<file path="config.mk">
export PLATFORM = sky130hd
export DESIGN_NAME = round_robin_task_table
export DESIGN_NICKNAME = d
export VERILOG_FILES = /design/src/rrtt_pkg.sv /design/src/round_robin_task_table.sv /design/src/rrtt_cell.sv
export SDC_FILE = /design/constraint.sdc
export NUM_CORES = 2
export LEC_CHECK = 0
export ABC_AREA = 1
export ABC_CLOCK_PERIOD_IN_PS = 28000
export BUFFER_PORTS_ARGS = -buffer_cell sky130_fd_sc_hd__buf_2
export CAP_MARGIN = 20
export CORE_ASPECT_RATIO = 0.7
export CORE_UTILIZATION = 40
export CTS_BUF_LIST = sky130_fd_sc_hd__clkbuf_8
export CTS_CLUSTER_DIAMETER = 50
export DETAILED_ROUTE_END_ITERATION = 8
export GPL_TIMING_DRIVEN = 0
export PLACE_DENSITY = 0.64
export SLEW_MARGIN = 10
export SYNTH_ARGS = -nofsm -noshare
export SYNTH_HDL_FRONTEND = slang
export SYNTH_SLANG_ARGS = --single-unit
</file>
<file path="constraint.sdc">
create_clock -name clk -period 28 [get_ports clk]
set_clock_uncertainty 0.15 [all_clocks]
set_input_delay 2.8 -clock clk [delete_from_list [all_inputs] [get_ports clk]]
set_output_delay 2.8 -clock clk [all_outputs]
set_load 0.1 [all_outputs]
</file>
<file path="src/rrtt_pkg.sv">
`timescale 1ns / 1ps
// ----------------------------------------------------------------------------
// rrtt_pkg: shared types and constants for the round-robin task table
// Operation codes, the control part of the word that walks the cell chain,
// and the fixed field widths of the stream ports.
// ----------------------------------------------------------------------------
package rrtt_pkg;

    // Fixed field widths of the stream words
    localparam int FUNC_W      = 2;
    localparam int TASK_ID_W   = 8;
    localparam int SLOT_IDX_W  = 5;
    localparam int IN_TDATA_W  = 8;
    localparam int IN_TUSER_W  = 8;
    localparam int OUT_TDATA_W = 16;

    // Operation carried in tuser
    typedef enum logic [FUNC_W-1:0] {
        OP_ADD    = 2'd0,
        OP_REMOVE = 2'd1,
        OP_TICK   = 2'd2
    } op_t;

    // Control part of the request word handed from cell to cell
    typedef struct packed {
        logic valid;  // a request sits in this stage
        op_t  op;     // operation of the request
        logic done;   // an earlier cell has already served it
    } tok_ctl_t;

endpackage

</file>
<file path="src/round_robin_task_table.sv">
`timescale 1ns / 1ps
// The request walks the slot chain, one cell per cycle while the output register
// is not full or is being read, and the next word enters as the result leaves the chain.
// A full output register holds the whole chain until the result is taken.
// Reset (rst_n low, asynchronous): every slot empty, pointer at slot zero, no word held.
// ----------------------------------------------------------------------------
// round_robin_task_table: round-robin task dispatcher table
// A row of task slot cells. Add fills the lowest empty slot, remove clears
// the lowest slot holding the identifier, tick reads the slot under the
// round-robin pointer and moves the pointer on.
// ----------------------------------------------------------------------------
module round_robin_task_table #(
    parameter int NUM_SLOTS = 32,
    parameter int ID_BITS   = 8
) (
    input  logic                               clk,
    input  logic                               rst_n,
    input  logic                               s_axis_tvalid,
    output logic                               s_axis_tready,
    // [7:0] task_id
    input  logic [rrtt_pkg::IN_TDATA_W-1:0]    s_axis_tdata,
    // [1:0] func, [7:2] zero
    input  logic [rrtt_pkg::IN_TUSER_W-1:0]    s_axis_tuser,
    output logic                               m_axis_tvalid,
    input  logic                               m_axis_tready,
    // [0] status, [1] run_valid, [9:2] run_task, [14:10] slot_index, [15] zero
    output logic [rrtt_pkg::OUT_TDATA_W-1:0]   m_axis_tdata
);
    import rrtt_pkg::*;

    localparam int SLOT_W = (NUM_SLOTS > 1) ? $clog2(NUM_SLOTS) : 1;
    localparam logic [SLOT_W-1:0] LAST_SLOT = SLOT_W'(NUM_SLOTS - 1);

    tok_ctl_t               ctl_chain  [NUM_SLOTS+1];
    logic [ID_BITS-1:0]     id_chain   [NUM_SLOTS+1];
    logic [SLOT_W-1:0]      hit_chain  [NUM_SLOTS+1];
    logic [ID_BITS-1:0]     data_chain [NUM_SLOTS+1];

    logic                   advance;
    logic                   accept;
    logic                   exit_word;
    logic                   busy_reg;
    logic                   busy_next;
    logic [SLOT_W-1:0]      ptr_reg;
    logic [SLOT_W-1:0]      ptr_next;
    logic [ID_BITS-1:0]     in_id;
    tok_ctl_t               end_ctl;
    logic [ID_BITS-1:0]     end_data;
    logic [SLOT_W-1:0]      end_hit;
    logic [TASK_ID_W-1:0]   end_task;
    logic [SLOT_IDX_W-1:0]  end_slot;
    logic                   out_valid_reg;
    logic [OUT_TDATA_W-1:0] out_data_reg;
    logic [OUT_TDATA_W-1:0] out_data_next;

    // Handshake and chain movement
    assign advance       = !out_valid_reg || m_axis_tready;
    assign end_ctl       = ctl_chain[NUM_SLOTS];
    assign end_data      = data_chain[NUM_SLOTS];
    assign end_hit       = hit_chain[NUM_SLOTS];
    assign exit_word     = end_ctl.valid && advance;
    assign s_axis_tready = !busy_reg || exit_word;
    assign accept        = s_axis_tvalid && s_axis_tready;

    // Identifier narrowed or widened to ID_BITS
    generate
        if (ID_BITS >= TASK_ID_W)
        begin : g_id_wide
            assign in_id    = ID_BITS'(s_axis_tdata[TASK_ID_W-1:0]);
            assign end_task = end_data[TASK_ID_W-1:0];
        end
        else
        begin : g_id_narrow
            assign in_id    = s_axis_tdata[ID_BITS-1:0];
            assign end_task = TASK_ID_W'(end_data);
        end
        if (SLOT_W >= SLOT_IDX_W)
        begin : g_slot_wide
            assign end_slot = end_hit[SLOT_IDX_W-1:0];
        end
        else
        begin : g_slot_narrow
            assign end_slot = SLOT_IDX_W'(end_hit);
        end
    endgenerate

    // Request word entering the first cell
    always_comb
    begin
        ctl_chain[0].valid = accept;
        ctl_chain[0].op    = op_t'(s_axis_tuser[FUNC_W-1:0]);
        ctl_chain[0].done  = 1'b0;
        id_chain[0]        = in_id;
        hit_chain[0]       = '0;
        data_chain[0]      = '0;
    end

    // Row of slot cells
    generate
        for (genvar i = 0; i < NUM_SLOTS; i++)
        begin : g_cell
            rrtt_cell #(
                .ID_BITS (ID_BITS),
                .SLOT_W  (SLOT_W),
                .IDX     (i)
            ) u_cell (
                .clk      (clk),
                .rst_n    (rst_n),
                .en       ((i == 0) ? (advance || accept) : advance),
                .ptr      (ptr_reg),
                .in_ctl   (ctl_chain[i]),
                .in_id    (id_chain[i]),
                .in_hit   (hit_chain[i]),
                .in_data  (data_chain[i]),
                .out_ctl  (ctl_chain[i+1]),
                .out_id   (id_chain[i+1]),
                .out_hit  (hit_chain[i+1]),
                .out_data (data_chain[i+1])
            );
        end
    endgenerate

    // Result word from the end of the chain
    always_comb
    begin
        out_data_next = '0;
        case (end_ctl.op)
            OP_ADD, OP_REMOVE:
            begin
                out_data_next[0] = !end_ctl.done;
                if (end_ctl.done)
                    out_data_next[14:10] = end_slot;
            end
            OP_TICK:
            begin
                out_data_next[1]     = (end_data != '0);
                out_data_next[9:2]   = end_task;
                out_data_next[14:10] = end_slot;
            end
            default: out_data_next = '0;
        endcase
    end

    // Busy flag and round-robin pointer
    always_comb
    begin
        busy_next = busy_reg;
        if (accept)
            busy_next = 1'b1;
        else if (exit_word)
            busy_next = 1'b0;

        ptr_next = ptr_reg;
        if (exit_word && end_ctl.op == OP_TICK)
            ptr_next = (ptr_reg == LAST_SLOT) ? '0 : ptr_reg + 1'b1;
    end

    always_ff @(posedge clk or negedge rst_n)
    begin
        if (!rst_n)
        begin
            busy_reg      <= 1'b0;
            ptr_reg       <= '0;
            out_valid_reg <= 1'b0;
        end
        else
        begin
            busy_reg <= busy_next;
            ptr_reg  <= ptr_next;
            if (advance)
                out_valid_reg <= end_ctl.valid;
        end
    end

    // Output word register
    always_ff @(posedge clk)
    begin
        if (exit_word)
            out_data_reg <= out_data_next;
    end

    assign m_axis_tvalid = out_valid_reg;
    assign m_axis_tdata  = out_data_reg;

endmodule

</file>
<file path="src/rrtt_cell.sv">
`timescale 1ns / 1ps
// ----------------------------------------------------------------------------
// rrtt_cell: one task slot of the chain
// Holds one slot and one stage of the request word. A request that has not
// been served yet is served here if this slot fits it; the word is then
// handed on to the next cell.
// ----------------------------------------------------------------------------
module rrtt_cell #(
    parameter int ID_BITS = 8,
    parameter int SLOT_W  = 5,
    parameter int IDX     = 0
) (
    input  logic                  clk,
    input  logic                  rst_n,
    input  logic                  en,
    input  logic [SLOT_W-1:0]     ptr,
    input  rrtt_pkg::tok_ctl_t    in_ctl,
    input  logic [ID_BITS-1:0]    in_id,
    input  logic [SLOT_W-1:0]     in_hit,
    input  logic [ID_BITS-1:0]    in_data,
    output rrtt_pkg::tok_ctl_t    out_ctl,
    output logic [ID_BITS-1:0]    out_id,
    output logic [SLOT_W-1:0]     out_hit,
    output logic [ID_BITS-1:0]    out_data
);
    import rrtt_pkg::*;

    localparam logic [SLOT_W-1:0] MY_IDX = SLOT_W'(IDX);

    tok_ctl_t            ctl_reg;
    logic [ID_BITS-1:0]  id_reg;
    logic [SLOT_W-1:0]   hit_reg;
    logic [ID_BITS-1:0]  data_reg;
    logic [ID_BITS-1:0]  slot_reg;
    logic [ID_BITS-1:0]  slot_next;
    logic                match;

    // Does this slot serve the request held here
    always_comb
    begin
        match = 1'b0;
        if (ctl_reg.valid && !ctl_reg.done)
        begin
            case (ctl_reg.op)
                OP_ADD:    match = (slot_reg == '0);
                OP_REMOVE: match = (slot_reg == id_reg);
                OP_TICK:   match = (ptr == MY_IDX);
                default:   match = 1'b0;
            endcase
        end
    end

    // New slot content
    always_comb
    begin
        slot_next = slot_reg;
        if (match)
        begin
            case (ctl_reg.op)
                OP_ADD:    slot_next = id_reg;
                OP_REMOVE: slot_next = '0;
                default:   slot_next = slot_reg;
            endcase
        end
    end

    // Word handed to the next cell
    always_comb
    begin
        out_ctl  = ctl_reg;
        out_id   = id_reg;
        out_hit  = hit_reg;
        out_data = data_reg;
        if (match)
        begin
            out_ctl.done = 1'b1;
            out_hit      = MY_IDX;
            out_data     = (ctl_reg.op == OP_TICK) ? slot_reg : '0;
        end
    end

    // Slot and control stage
    always_ff @(posedge clk or negedge rst_n)
    begin
        if (!rst_n)
        begin
            slot_reg <= '0;
            ctl_reg  <= '0;
        end
        else if (en)
        begin
            slot_reg <= slot_next;
            ctl_reg  <= in_ctl;
        end
    end

    // Payload stage
    always_ff @(posedge clk)
    begin
        if (en)
        begin
            id_reg   <= in_id;
            hit_reg  <= in_hit;
            data_reg <= in_data;
        end
    end

endmodule

</file>
==> impl_metrics.py <==
metrics = {
    "synth": {
        "synthArstFlopShare_pct": 37.8,
        "ys.flop_type": "edfxtp_1",
        "synth_mux_area_share_pct": 0,
        "synthAdderAreaFrac_pct": 0.167,
        "yosysSeqAreaShare_pct": 64.7,
        "syn_avg_cell_area_um2": 10.2,
        "ys_ff_latch": 1033,
        "synth_edf_count": 643,
        "synth.distinct_cells": 50,
        "synthesis.area_um2": 44900,
        "synth_xor_area_share_pct": 2.42,
        "synthesis.nets": 4435,
        "yosys_warnings": 0,
        "synth_compound_area_share_pct": 8.50,
        "synth_top_family_by_area": "simple AND/OR/NAND/NOR gates",
        "netlist_instances": 4409,
        "synthSimpleGateAreaFrac_pct": 19.4,
    },
    "clock_tree": {
        "cts_resized": 0,
        "clk_pin_slew_ns": 0.06,
        "cts_made_buffers": 154,
        "root_buffer": "clkbuf_8",
        "cts_setup_buffers": 0,
        "insertion_delay_ns": 0.85,
        "htreeDepth": 4,
        "hold_buffers": 0,
        "cts_buffer_depth": 3,
        "cts_tree": "yes",
        "clkSinkCount": 1033,
    },
    "power_and_ir_drop": {
        "ir_drop_mv": 0.0589,
        "seqPwrFrac_pct": 51.9,
        "p_comb_share_pct": 26.6,
        "power_density_nw_per_um2": 116,
        "p_int_w": 0.00368,
        "switchingPower_w": 0.00219,
        "switching_share_pct": 37.3,
        "power_frac_clock_pct": 21.6,
        "cellLeakagePower_nw": 21.8,
        "power.total_w": 0.00586,
    },
    "layout": {
        "fin_area_um2": 50600,
        "drive_gt1_share_pct": 10.8,
        "fillers": 10200,
        "nNetsFinal": 4647,
        "area_growth_pct": 12.8,
    },
    "setup_path": {
        "crit_path_end_kind": "output pin",
        "crit_path_start_kind": "primary input",
        "cp.arrival_ns": 4.88,
        "crit_path_max_fanout": 16,
        "cp.required_ns": 25.05,
        "crit_type": "in2out",
    },
    "routing": {
        "highest_layer": "met4",
        "wl_met1_um": 57400,
        "wl_um": 113000,
        "viasPerCell": 5.21,
        "drc": 0,
        "vias": 32400,
        "met3_length_um": 9680,
        "drt_iter0_markers": 3551,
        "postRouteAntennaNets": 0,
        "wl_per_cell_um": 18.3,
        "dr.pass1.iters": 6,
        "wl_met2_um": 44300,
    },
    "placement": {
        "placed_cell_area_um2": 47500,
        "place_congestion": 0.876,
        "pre_cts_ws_ns": 20.17,
        "io_buffers": 30,
        "dpl.hpwl_um": 80900,
    },
    "die": {
        "core-area_um2": 111000,
        "num_rows": 102,
        "start_util_pct": 40.5,
        "pin_count": 38,
        "die-area_um2": 114000,
        "die_height_um": 282,
        "die_x_um": 402,
    },
    "timing": {
        "post-route-period-util_pct": 28.0,
        "finalMaxSlewViolations": 0,
        "max_freq_mhz": 128,
        "fin_ws_ns": 20.17,
        "finalHoldViolCount": 0,
        "min_period_ns": 7.83,
        "timing.hold.ws_ns": 0.327,
        "rsz0062_at_grt": "no",
        "tightestPinTransition_ns": 1.08,
        "finalSetupViolations": 0,
        "slew-limit-headroom_pct": 27.7,
    },
    "run_status": {
        "outcome": "finished, final reports clean",
    },
    "global_routing": {
        "grt_overflow": 0,
        "grt_max_degree": 95,
        "grt_pass1_vias": 30100,
        "grt_pass1_wl_um": 177000,
        "antenna_found_initial": 2,
        "grtUsageTotal_pct": 20.2,
    },
    "hold_path": {
        "min_path_type": "reg2reg",
    },
    "run": {
        "cap_viol_max_count": 0,
    },
}
stage by stage:
step,TNS [ns],utilization (%),cells
after floorplan,0,-,4409
after global placement,-717.11,42.3,5895
after detailed placement,0,42.8,5921
after CTS,0,45.7,6208
after global routing,0,45.7,6209
final,0,45.7,6209
layout by cell type (no fill, tap or decap), types with 52 or more instances in the layout:
cell	count
nand2_1	1296
xnor2_1	58
a21oi_1	63
o21ai_0	474
nand3_1	56
nand2_2	52
nor4_1	93
nand4_1	105
edfxtp_1	643
xor2_1	66
clkbuf_8	195
buf_2	82
inv_1	440
dfrtp_1	390
nor2_1	310
final cells by class:
type / instances / area (um2) / area share, %
antenna: 1 / 2.50 / 0.00494
buffer: 107 / 601 / 1.19
clock buffer: 195 / 2680 / 5.30
clock inverter: 92 / 503 / 0.993
inverter: 409 / 1540 / 3.04
multi-input combinational: 2860 / 13700 / 27.1
sequential: 1033 / 29100 / 57.4
tap: 1456 / 1820 / 3.60
timing repair buffer: 56 / 719 / 1.42
path summary, 6_finish.rpt:
path	endpoint	slack (ns)	cells past startpoint	start
setup / recovery	s_axis_tready	20.17	6	m_axis_tready
hold / removal	g_cell[6].u_cell.out_id[3]	0.33	0	g_cell[5].u_cell.out_id[3]
setup reg to reg	g_cell[1].u_cell.out_id[2]	23.99	12	m_axis_tvalid
hold reg to reg	g_cell[6].u_cell.out_id[3]	0.33	0	g_cell[5].u_cell.out_id[3]
max in group asynchronous	g_cell[10].u_cell.slot_reg[6]	24.61	3	rst_n
min in group asynchronous	g_cell[20].u_cell.slot_reg[2]	1.72	1	rst_n
layer usage:
metal  up-vias  track usage (%)
met2      1242             26.6
met4         0             6.07
met1     15600             32.5
met5         -                0
li1      15400                -
met3       137             4.02
kinds of logic (layout without fill, tap and decap cells):
logic type | Yosys count | after routing
compound gates | 706 | 706
other cells | 1 | 2
xor+xnor | 124 | 124
fa+ha+maj | 6 | 6
buf+inv | 516 | 859
simple gates | 2023 | 2023
flops | 1033 | 1033
power groups by stage:
stage,Clock [W],Combinational (W),Sequential (W)
final,0.00126,0.00156,0.00304
after detailed placement,0,0.00154,0.00304
after CTS,0.00129,0.00155,0.00303
after global routing,0.00136,0.00176,0.00311
after floorplan,0,0.00108,0.00298
after global placement,0,0.00148,0.00321
critical path, stage by stage:
cell	delay, ns
buf_2	0.08
nor2_1	0.10
nor2_2	0.77
inv_1	0.46
nand2_1	0.22
buf_2	0.45
synthesized netlist by cell type, types with 2 or more instances:
master / instances / area (um2)
nand2_1: 1296 / 4860
edfxtp_1: 643 / 19300
o21ai_0: 474 / 2370
inv_1: 392 / 1470
dfrtp_1: 390 / 9760
nor2_1: 311 / 1170
nand4_1: 105 / 657
nor4_1: 93 / 582
xor2_1: 66 / 578
a21oi_1: 63 / 315
xnor2_1: 58 / 508
nand3_1: 56 / 280
buf_2: 52 / 260
nand2_2: 52 / 325
o21ai_1: 46 / 230
or2_2: 41 / 257
clkbuf_1: 33 / 124
o22ai_1: 31 / 194
a211oi_1: 26 / 195
nor3_1: 23 / 115
nand3_2: 21 / 210
buf_6: 15 / 169
inv_2: 14 / 52.6
o31ai_1: 13 / 97.6
a21boi_0: 12 / 90.1
a41oi_1: 12 / 105
a31oi_1: 11 / 68.8
nor2_2: 9 / 56.3
o21ai_2: 9 / 78.8
ha_1: 6 / 75.1
buf_4: 5 / 37.5
nand3_4: 4 / 70.1
a22oi_1: 3 / 22.5
and3_1: 3 / 18.8
nand2_4: 3 / 33.8
o21a_1: 3 / 22.5
clkinv_1: 2 / 7.51
Note: power is estimated with default switching activity, not from simulation.
